$ cat src/rtl/arprsp_pkg.sv
package arprsp_pkg;

  localparam int CFG_IDX_W   = 8;
  localparam int CFG_DATA_W  = 48;
  localparam int QUEUE_DEPTH = 2;

  localparam logic [CFG_IDX_W-1:0] CFG_LOCAL_MAC   = 8'd0;
  localparam logic [CFG_IDX_W-1:0] CFG_ANSWERED_IP = 8'd1;

  localparam logic [5:0] POS_SRC_LO   = 6'd6;
  localparam logic [5:0] POS_SRC_HI   = 6'd12;
  localparam logic [5:0] POS_ETYPE_HI = 6'd12;
  localparam logic [5:0] POS_ETYPE_LO = 6'd13;
  localparam logic [5:0] POS_HTYPE_HI = 6'd14;
  localparam logic [5:0] POS_HTYPE_LO = 6'd15;
  localparam logic [5:0] POS_PTYPE_HI = 6'd16;
  localparam logic [5:0] POS_PTYPE_LO = 6'd17;
  localparam logic [5:0] POS_HLEN     = 6'd18;
  localparam logic [5:0] POS_PLEN     = 6'd19;
  localparam logic [5:0] POS_OPER_HI  = 6'd20;
  localparam logic [5:0] POS_OPER_LO  = 6'd21;
  localparam logic [5:0] POS_SMAC_LO  = 6'd22;
  localparam logic [5:0] POS_SIP_LO   = 6'd28;
  localparam logic [5:0] POS_TMAC_LO  = 6'd32;
  localparam logic [5:0] POS_TIP_LO   = 6'd38;
  localparam logic [5:0] POS_LAST     = 6'd41;
  localparam logic [5:0] FRAME_LEN    = 6'd42;
  localparam logic [5:0] POS_MAX      = 6'd63;

  localparam logic [7:0] ETYPE_ARP_HI = 8'h08;
  localparam logic [7:0] ETYPE_ARP_LO = 8'h06;
  localparam logic [7:0] HTYPE_HI     = 8'h00;
  localparam logic [7:0] HTYPE_LO     = 8'h01;
  localparam logic [7:0] PTYPE_HI     = 8'h08;
  localparam logic [7:0] PTYPE_LO     = 8'h00;
  localparam logic [7:0] HLEN         = 8'd6;
  localparam logic [7:0] PLEN         = 8'd4;
  localparam logic [7:0] OPER_HI      = 8'h00;
  localparam logic [7:0] OPER_REQ     = 8'h01;
  localparam logic [7:0] OPER_REPLY   = 8'h02;

  typedef struct packed {
    logic [7:0] rx_byte;
    logic       rx_last;
  } rx_t;

  typedef struct packed {
    logic [7:0] tx_byte;
    logic       tx_last;
  } tx_t;

  typedef struct packed {
    logic [47:0] src_mac;
    logic [47:0] sender_mac;
    logic [31:0] sender_ip;
  } peer_t;

  // byte k of a big-endian value, k = 0 is the most significant
  function automatic logic [7:0] be6(logic [47:0] v, logic [2:0] k);
    logic [47:0] s;
    s = v << {k, 3'b000};
    return s[47:40];
  endfunction

  function automatic logic [7:0] be4(logic [31:0] v, logic [1:0] k);
    logic [31:0] s;
    s = v << {k, 3'b000};
    return s[31:24];
  endfunction

  function automatic logic [7:0] reply_byte(logic [5:0] i, peer_t p,
                                            logic [47:0] mac, logic [31:0] ip);
    logic [5:0] d6;
    logic [5:0] d22;
    logic [5:0] d28;
    logic [5:0] d32;
    logic [5:0] d38;
    logic [7:0] b;
    d6  = i - POS_SRC_LO;
    d22 = i - POS_SMAC_LO;
    d28 = i - POS_SIP_LO;
    d32 = i - POS_TMAC_LO;
    d38 = i - POS_TIP_LO;
    b   = 8'h00;
    if (i < POS_SRC_LO) begin
      b = be6(p.src_mac, i[2:0]);
    end else if (i < POS_SRC_HI) begin
      b = be6(mac, d6[2:0]);
    end else if (i < POS_SMAC_LO) begin
      unique case (i)
        POS_ETYPE_HI: b = ETYPE_ARP_HI;
        POS_ETYPE_LO: b = ETYPE_ARP_LO;
        POS_HTYPE_HI: b = HTYPE_HI;
        POS_HTYPE_LO: b = HTYPE_LO;
        POS_PTYPE_HI: b = PTYPE_HI;
        POS_PTYPE_LO: b = PTYPE_LO;
        POS_HLEN:     b = HLEN;
        POS_PLEN:     b = PLEN;
        POS_OPER_HI:  b = OPER_HI;
        default:      b = OPER_REPLY;
      endcase
    end else if (i < POS_SIP_LO) begin
      b = be6(mac, d22[2:0]);
    end else if (i < POS_TMAC_LO) begin
      b = be4(ip, d28[1:0]);
    end else if (i < POS_TIP_LO) begin
      b = be6(p.sender_mac, d32[2:0]);
    end else begin
      b = be4(p.sender_ip, d38[1:0]);
    end
    return b;
  endfunction

endpackage

$ cat src/rtl/arprsp_front.sv
module arprsp_front
  import arprsp_pkg::*;
(
  input  logic        clk,
  input  logic        rst_n,
  input  logic        in_valid,
  output logic        in_stall,
  input  rx_t         in_data,
  input  logic [31:0] answered_ip,
  input  logic        q_full,
  output logic        q_push,
  output peer_t       q_wdata
);

  logic [5:0]  pos_r, pos_nxt;
  logic        match_r, match_nxt;
  logic [47:0] src_r, src_nxt;
  logic [47:0] smac_r, smac_nxt;
  logic [31:0] sip_r, sip_nxt;
  logic        accept;
  logic        check;
  logic [7:0]  expect_b;
  logic        match_chk;
  logic [5:0]  dtip;

  assign in_stall = q_full;
  assign accept   = in_valid && !in_stall;
  assign dtip     = pos_r - POS_TIP_LO;

  always_comb begin
    src_nxt   = src_r;
    smac_nxt  = smac_r;
    sip_nxt   = sip_r;
    match_chk = match_r;
    check     = 1'b1;
    expect_b  = 8'h00;
    if (pos_r >= FRAME_LEN) begin
      match_chk = 1'b0;
    end else if (pos_r >= POS_SRC_LO && pos_r < POS_SRC_HI) begin
      src_nxt = {src_r[39:0], in_data.rx_byte};
    end else if (pos_r >= POS_SMAC_LO && pos_r < POS_SIP_LO) begin
      smac_nxt = {smac_r[39:0], in_data.rx_byte};
    end else if (pos_r >= POS_SIP_LO && pos_r < POS_TMAC_LO) begin
      sip_nxt = {sip_r[23:0], in_data.rx_byte};
    end else begin
      unique case (pos_r)
        POS_HTYPE_HI: expect_b = HTYPE_HI;
        POS_HTYPE_LO: expect_b = HTYPE_LO;
        POS_PTYPE_HI: expect_b = PTYPE_HI;
        POS_PTYPE_LO: expect_b = PTYPE_LO;
        POS_HLEN:     expect_b = HLEN;
        POS_PLEN:     expect_b = PLEN;
        POS_OPER_HI:  expect_b = OPER_HI;
        POS_OPER_LO:  expect_b = OPER_REQ;
        default: begin
          if (pos_r >= POS_TIP_LO) begin
            expect_b = be4(answered_ip, dtip[1:0]);
          end else begin
            check = 1'b0;
          end
        end
      endcase
      if (check && in_data.rx_byte != expect_b) begin
        match_chk = 1'b0;
      end
    end

    q_push = 1'b0;
    if (in_data.rx_last) begin
      pos_nxt   = '0;
      match_nxt = 1'b1;
      q_push    = accept && match_chk && (pos_r == POS_LAST);
    end else begin
      pos_nxt   = (pos_r < POS_MAX) ? pos_r + 6'd1 : pos_r;
      match_nxt = match_chk;
    end
  end

  assign q_wdata = '{src_mac: src_r, sender_mac: smac_r, sender_ip: sip_r};

  always_ff @(posedge clk) begin
    if (!rst_n) begin
      pos_r   <= '0;
      match_r <= 1'b1;
    end else if (accept) begin
      pos_r   <= pos_nxt;
      match_r <= match_nxt;
    end
  end

  always_ff @(posedge clk) begin
    if (accept) begin
      src_r  <= src_nxt;
      smac_r <= smac_nxt;
      sip_r  <= sip_nxt;
    end
  end

endmodule

$ cat src/rtl/arprsp_queue.sv
module arprsp_queue
  import arprsp_pkg::*;
#(
  parameter int DEPTH = QUEUE_DEPTH
) (
  input  logic  clk,
  input  logic  rst_n,
  input  logic  push,
  input  peer_t wdata,
  output logic  full,
  input  logic  pop,
  output logic  not_empty,
  output peer_t rdata
);

  localparam int PTR_W = $clog2(DEPTH);
  localparam int CNT_W = $clog2(DEPTH + 1);
  localparam logic [PTR_W-1:0] PTR_LAST = PTR_W'(DEPTH - 1);
  localparam logic [CNT_W-1:0] CNT_FULL = CNT_W'(DEPTH);

  peer_t            mem [DEPTH];
  logic [PTR_W-1:0] wptr_r, wptr_nxt;
  logic [PTR_W-1:0] rptr_r, rptr_nxt;
  logic [CNT_W-1:0] cnt_r, cnt_nxt;
  logic             do_push;
  logic             do_pop;

  assign full      = (cnt_r == CNT_FULL);
  assign not_empty = (cnt_r != '0);
  assign do_push   = push && !full;
  assign do_pop    = pop && not_empty;
  assign rdata     = mem[rptr_r];

  always_comb begin
    wptr_nxt = wptr_r;
    rptr_nxt = rptr_r;
    cnt_nxt  = cnt_r;
    if (do_push) begin
      wptr_nxt = (wptr_r == PTR_LAST) ? '0 : wptr_r + PTR_W'(1);
    end
    if (do_pop) begin
      rptr_nxt = (rptr_r == PTR_LAST) ? '0 : rptr_r + PTR_W'(1);
    end
    if (do_push && !do_pop) begin
      cnt_nxt = cnt_r + CNT_W'(1);
    end else if (do_pop && !do_push) begin
      cnt_nxt = cnt_r - CNT_W'(1);
    end
  end

  always_ff @(posedge clk) begin
    if (!rst_n) begin
      wptr_r <= '0;
      rptr_r <= '0;
      cnt_r  <= '0;
    end else begin
      wptr_r <= wptr_nxt;
      rptr_r <= rptr_nxt;
      cnt_r  <= cnt_nxt;
    end
  end

  always_ff @(posedge clk) begin
    if (do_push) begin
      mem[wptr_r] <= wdata;
    end
  end

endmodule

$ cat src/rtl/arprsp_back.sv
module arprsp_back
  import arprsp_pkg::*;
(
  input  logic        clk,
  input  logic        rst_n,
  input  logic        q_not_empty,
  input  peer_t       q_rdata,
  output logic        q_pop,
  input  logic [47:0] local_mac,
  input  logic [31:0] answered_ip,
  output logic        out_valid,
  input  logic        out_stall,
  output tx_t         out_data
);

  logic [5:0] idx_r, idx_nxt;
  logic       out_valid_r, out_valid_nxt;
  tx_t        out_data_r;
  logic       load;
  logic       is_last;

  assign out_valid = out_valid_r;
  assign out_data  = out_data_r;
  assign load      = q_not_empty && (!out_valid_r || !out_stall);
  assign is_last   = (idx_r == POS_LAST);
  assign q_pop     = load && is_last;

  always_comb begin
    idx_nxt       = idx_r;
    out_valid_nxt = out_valid_r && out_stall;
    if (load) begin
      idx_nxt       = is_last ? '0 : idx_r + 6'd1;
      out_valid_nxt = 1'b1;
    end
  end

  always_ff @(posedge clk) begin
    if (!rst_n) begin
      idx_r       <= '0;
      out_valid_r <= 1'b0;
    end else begin
      idx_r       <= idx_nxt;
      out_valid_r <= out_valid_nxt;
    end
  end

  always_ff @(posedge clk) begin
    if (load) begin
      out_data_r.tx_byte <= reply_byte(idx_r, q_rdata, local_mac, answered_ip);
      out_data_r.tx_last <= is_last;
    end
  end

endmodule

$ cat src/rtl/arp_request_responder_core.sv
// Accepts one request byte per cycle; in_stall rises only while the reply queue is full.
// A matching request is queued, and its reply is then loaded into the out_* registers.
// Replies (42 bytes) stream one byte per cycle unless stalled; queue holds QUEUE_DEPTH_P.
// Synchronous active-low reset clears the parser, queue, emitter and both registers.
module arp_request_responder_core
  import arprsp_pkg::*;
#(
  parameter int QUEUE_DEPTH_P = QUEUE_DEPTH
) (
  input  logic                  clk,
  input  logic                  rst_n,
  input  logic                  in_valid,
  output logic                  in_stall,
  input  rx_t                   in_data,
  output logic                  out_valid,
  input  logic                  out_stall,
  output tx_t                   out_data,
  input  logic                  cfg_valid,
  output logic                  cfg_ready,
  input  logic [CFG_IDX_W-1:0]  cfg_index,
  input  logic [CFG_DATA_W-1:0] cfg_data
);

  logic [47:0] local_mac_r;
  logic [31:0] answered_ip_r;
  logic        q_full;
  logic        q_push;
  peer_t       q_wdata;
  logic        q_pop;
  logic        q_not_empty;
  peer_t       q_rdata;

  assign cfg_ready = 1'b1;

  always_ff @(posedge clk) begin
    if (!rst_n) begin
      local_mac_r   <= '0;
      answered_ip_r <= '0;
    end else if (cfg_valid && cfg_ready) begin
      if (cfg_index == CFG_LOCAL_MAC) begin
        local_mac_r <= cfg_data[47:0];
      end else if (cfg_index == CFG_ANSWERED_IP) begin
        answered_ip_r <= cfg_data[31:0];
      end
    end
  end

  arprsp_front u_front (
    .clk         (clk),
    .rst_n       (rst_n),
    .in_valid    (in_valid),
    .in_stall    (in_stall),
    .in_data     (in_data),
    .answered_ip (answered_ip_r),
    .q_full      (q_full),
    .q_push      (q_push),
    .q_wdata     (q_wdata)
  );

  arprsp_queue #(
    .DEPTH (QUEUE_DEPTH_P)
  ) u_queue (
    .clk       (clk),
    .rst_n     (rst_n),
    .push      (q_push),
    .wdata     (q_wdata),
    .full      (q_full),
    .pop       (q_pop),
    .not_empty (q_not_empty),
    .rdata     (q_rdata)
  );

  arprsp_back u_back (
    .clk         (clk),
    .rst_n       (rst_n),
    .q_not_empty (q_not_empty),
    .q_rdata     (q_rdata),
    .q_pop       (q_pop),
    .local_mac   (local_mac_r),
    .answered_ip (answered_ip_r),
    .out_valid   (out_valid),
    .out_stall   (out_stall),
    .out_data    (out_data)
  );

endmodule
$ cat config.mk
export PLATFORM = sky130hd
export DESIGN_NAME = arp_request_responder_core
export DESIGN_NICKNAME = d
export VERILOG_FILES = /design/src/rtl/arprsp_pkg.sv /design/src/rtl/arprsp_front.sv /design/src/rtl/arprsp_queue.sv /design/src/rtl/arprsp_back.sv /design/src/rtl/arp_request_responder_core.sv
export SDC_FILE = /design/constraint.sdc
export NUM_CORES = 1
export LEC_CHECK = 0
export BUFFER_PORTS_ARGS = -buffer_cell sky130_fd_sc_hd__buf_2
export CORE_MARGIN = 4
export CORE_UTILIZATION = 35
export CTS_CLUSTER_SIZE = 12
export DETAILED_ROUTE_END_ITERATION = 8
export PLACE_DENSITY_LB_ADDON = 0.15
export SYNTH_ARGS = -nofsm -noshare
export SYNTH_HDL_FRONTEND = slang
export SYNTH_SLANG_ARGS = --single-unit
$ cat constraint.sdc
create_clock -name clk -period 32 [get_ports clk]
set_input_delay 4.8 -clock clk [delete_from_list [all_inputs] [get_ports clk]]
set_output_delay 4.8 -clock clk [all_outputs]
set_load 0.02 [all_outputs]
==> results.txt <==
- The run finished with clean final reports.
* Worst clock skew on the final layout: 15.0 ps
- Worst hold-check path type: reg -> reg
* Cell count after synthesis: 1,239
* Global-route wire length before repair: 67.0 mm
- Number of port buffers: 80
- Max frequency: 131 MHz
* Startpoint kind of the worst setup timing path: primary input
- The first detailed-routing pass took 5 iterations.
- Design area: 0.0221 mm2
* Worst slew margin relative to its limit: 23.0%
* Required time worst endpoint: 32,200 ps
- Count of max-cap constraint violations: 0
- Horiz. Die Dim: 243 um
* Antenna diode count: 0
* Area of combinational cells with multiple inputs: 0.00518 mm2
- Setup violations remaining at the end of the flow were counted as 0.
* Unrepaired setup endpoints after global routing: no
* Global-route total usage across every layer: 14.6%
* Post-detailed-route wirelength per cell: 20.7 um
- The die covers 0.0591 mm2.
- The final count of pins violating max slew is 0.
* Total clock buffers created by CTS: 52
- After clock tree synthesis, the repair step resized 0 gates.
* Max Buffers Root-to-Sink: 3
- Setup total negative slack on the finished layout was measured at 0 ps.
- Share of Yosys cell area claimed by the top area cell type: 60.9%
- Routed WL: 43.5 mm
- Summed over all instances, the cell type with the most area after synthesis is sky130_fd_sc_hd__edfxtp_1.
- Dividing the final minimum period by the clock period gives 23.8%.
- Minimum setup slack among reg-to-reg paths: 27,060 ps
- Layout cells sized above 1: 20.2%
- Avg Cell Area, Syn: 15.6 um2
- Of the synthesized area, sequential elements account for 71.6%.
* Antenna violation net count after detailed routing: 0
- For this configuration, the core starts out at a cell density of 35.6%.
- The worst register-to-register path begins at u_front.pos_r[0].
* Post-layout minimum cycle time: 7610 ps
- Insertion delay of the later-clocked pin in the worst-skew pair: 580 ps
- Ranked by total cell area, the synthesized netlist is headed by sky130_fd_sc_hd__edfxtp_1, sky130_fd_sc_hd__dfxtp_1, sky130_fd_sc_hd__mux4_2.
- Net switching is 19.6% of the power.
- In this design, the stage delay of the slowest critical-path cell is 810 ps.
* Largest fanout on the critical path: 65
* Least-Margin Pin Slew: 1160 ps
* Number of buffers added for setup after CTS: 0
- The setup path with the least slack is of type in -> reg.
* CTS clk-pin slew, worst paths: 60 ps
- Number of antenna violations at the first check in global routing: 3
* Total number of nets in the final design: 1,401
* Violation count after the first detailed-routing iteration: 792
- Area Growth Syn to Fin: 14.2%
- After detailed placement, the total cell area comes to 0.0206 mm2.
- Number of levels in the clock H-tree: 2
- For this run, the number of Yosys warnings is 0.
- Final hold analysis gives a worst-case slack of 437 ps.
- IR analysis of the VDD net gives a maximum drop of 0.0351 mV.
* Internal power consumption: 1.01 mW
* Number of vias per cell after detailed routing: 5.04
* Number of failing hold endpoints at the final stage: 0
- The netlist uses 66 different library cells.
- Summing every instance area after synthesis gives 0.0194 mm2.
* Most instantiated flip-flop cell in the synthesis netlist: sky130_fd_sc_hd__edfxtp_1
- Number of top-level pins: 82
- The congestion estimate from routability-driven global placement came to 0.793.
- Count of hold-fix buffers inserted at cts: 0
* End of the critical path: u_queue.mem[1][98]
- Post-route DRC violation count: 0
- Fraction of synthesis flops using an asynchronous set or reset pin: 0%
- Among the stages of the critical path, the cell type that occurs most often is sky130_fd_sc_hd__buf_4.
- Vertical extent of the die: 243 um
- In this run the static leakage power is 6.97 nW.
* Arrival time at the worst endpoint: 7820 ps
- Row generation in the floorplan step produced 85 rows.
- Most frequent cells after synthesis: sky130_fd_sc_hd__edfxtp_1, sky130_fd_sc_hd__nand2_1, sky130_fd_sc_hd__dfxtp_1
* Register area: 0.0139 mm2
- Count of buffer and inverter cells on the critical path: 3
* Number of synthesized flops with an enable pin: 393
- Stages on the worst setup path: 9
* Seq cells post-synth: 496
- Sequential cell fraction of total power: 54.9%
- The filler cells instantiated in the layout total 5,052.
- Net switching component of the power: 245 uW
- In this run the power density over the cells is 56.6 mW/mm2.
- Pin count of the biggest net entering global routing: 69
- Most repeated cell in the gate-level netlist after synthesis: sky130_fd_sc_hd__edfxtp_1
- The signal on the critical path passes through buf_2, nand2b_1, nor4_2, a22oi_1, a2111oi_4, a21oi_2, nor3b_2, buf_4, buf_4.
* HPWL after detailed placement: 27.2 mm
- Launching element of the worst setup path: in_data[7]
- The largest individual stage delay along the critical path comes from the cell sky130_fd_sc_hd__buf_4.
* Total number of clock tree sinks: 496
- In this run the critical register-to-register path is captured at u_queue.mem[1][98].
* Depth of the most critical reg-to-reg path: 10
* Area of the placeable core: 0.0543 mm2
* Clock tree root driver cell: sky130_fd_sc_hd__clkbuf_16
* Part of the power in combinational logic: 1.1%
* Number of nets produced by synthesis: 1,317
- Global-route congestion overflow total: 0
- The number of global-route vias before repair came to 10.9k.
- Hold path startpoint: u_front.sip_r[26]
* Routed via count: 10.6k
* Clock tree from TritonCTS: done
- Family of cells with the greatest summed delay on the critical path: buffers and inverters
- The worst setup path is captured at a register.
- Clock Power Share: 44.1%
## sequential cells by signal, summed over array words and instances (netlist names), named ones only
signal	count
u_front.src_r	48
u_back.out_data	9
u_back.idx_r	6
answered_ip_r	32
u_back.out_valid	1
u_front.sip_r	32
u_front.pos_r	6
u_queue.wptr_r	1
local_mac_r	48
u_front.smac_r	48
u_front.match_r	1
u_queue.mem	256
u_queue.cnt_r	2
u_queue.rptr_r	1
## worst min path at each step
stage                          end  cells past startpoint
3_5_place_dp    u_queue.mem[0][73]                      0
5_1_grt         u_queue.mem[0][28]                      0
6_report        u_queue.mem[0][26]                      0
3_3_place_gp    u_queue.mem[0][26]                      0
4_1_cts         u_queue.mem[0][26]                      0
2_1_floorplan  u_queue.mem[0][120]                      0
## area by class of cell
| class | instances | area share, % |
|---|---|---|
| Clock buffer | 80 | 6.47 |
| Clock inverter | 14 | 0.509 |
| Inverter | 11 | 0.187 |
| Multi-Input combinational cell | 663 | 23.5 |
| Sequential cell | 496 | 62.7 |
| Tap cell | 739 | 4.18 |
| Timing Repair Buffer | 99 | 2.46 |
## metrics by stage
step | power [mW] | instances | setup slack, ps | utilization [%]
CTS | 1.27 | 2102 | 24320 | 40.7
floorplan | 0.706 | 1239 | 16210 | -
finish | 1.25 | 2102 | 24390 | 40.7
global placement | 0.714 | 2008 | 23710 | 37.8
global route | 1.30 | 2102 | 24070 | 40.7
detailed placement | 0.714 | 2008 | 23700 | 37.8
## power by group through the flow
stage | combinational [mW] | clock [mW] | sequential [mW]
after floorplan | 0.00537 | 0 | 0.700
after global placement | 0.0136 | 0 | 0.701
after detailed placement | 0.0136 | 0 | 0.701
after CTS | 0.0137 | 0.570 | 0.687
after global routing | 0.0146 | 0.598 | 0.687
final | 0.0135 | 0.552 | 0.687
## kinds of logic (layout without fill, tap and decap cells)
| logic type | count (synthesis) | in the layout | synth area share, % |
|---|---|---|---|
| DFF | 496 | 496 | 71.6 |
| and+or+nand+nor | 332 | 332 | 7.46 |
| AOI/OAI and AO/OA | 187 | 187 | 6.05 |
| muxes | 121 | 121 | 11.9 |
| buffers and inverters | 80 | 204 | 1.82 |
| xor gates and xnor gates | 14 | 14 | 0.633 |
| adders and majority gates | 8 | 8 | 0.517 |
| other | 1 | 1 | 0.0194 |
## routing by layer
layer  part of all wire, %  GRT usage (%)  vias to the layer above
li1                      -              -                     4914
met2                    47           23.5                      253
met4                   2.3           4.40                        4
met1                    46           20.4                     5361
met5                 0.048              0                        -
met3                   4.7           2.77                       63
## worst reg2reg max path: stages, from the launching register on
cell and delay (ps):
sky130_fd_sc_hd__dfxtp_1 800, sky130_fd_sc_hd__inv_1 310, sky130_fd_sc_hd__ha_1 380, sky130_fd_sc_hd__or2_2 330, sky130_fd_sc_hd__or3_1 300, sky130_fd_sc_hd__a221oi_1 300
sky130_fd_sc_hd__o2bb2ai_1 190, sky130_fd_sc_hd__a21oi_2 100, sky130_fd_sc_hd__nor3b_2 190, sky130_fd_sc_hd__buf_4 720, sky130_fd_sc_hd__buf_4 820
## cells in the final DEF (no fill, tap or decap), types with 6 or more instances in the layout
cell	n
sky130_fd_sc_hd__xor2_1	7
sky130_fd_sc_hd__clkbuf_16	52
sky130_fd_sc_hd__nor2_1	40
sky130_fd_sc_hd__xnor2_1	7
sky130_fd_sc_hd__o211ai_1	18
sky130_fd_sc_hd__edfxtp_1	393
sky130_fd_sc_hd__a22oi_1	6
sky130_fd_sc_hd__buf_2	80
sky130_fd_sc_hd__clkbuf_1	24
sky130_fd_sc_hd__inv_1	9
sky130_fd_sc_hd__o21ai_0	26
sky130_fd_sc_hd__ha_1	8
sky130_fd_sc_hd__nand2_1	223
sky130_fd_sc_hd__a21oi_1	93
sky130_fd_sc_hd__buf_4	19
sky130_fd_sc_hd__dfxtp_1	101
sky130_fd_sc_hd__nand3_1	10
sky130_fd_sc_hd__mux2i_1	30
sky130_fd_sc_hd__and3_1	9
sky130_fd_sc_hd__mux4_2	87
(Power assumes the default switching activity.)
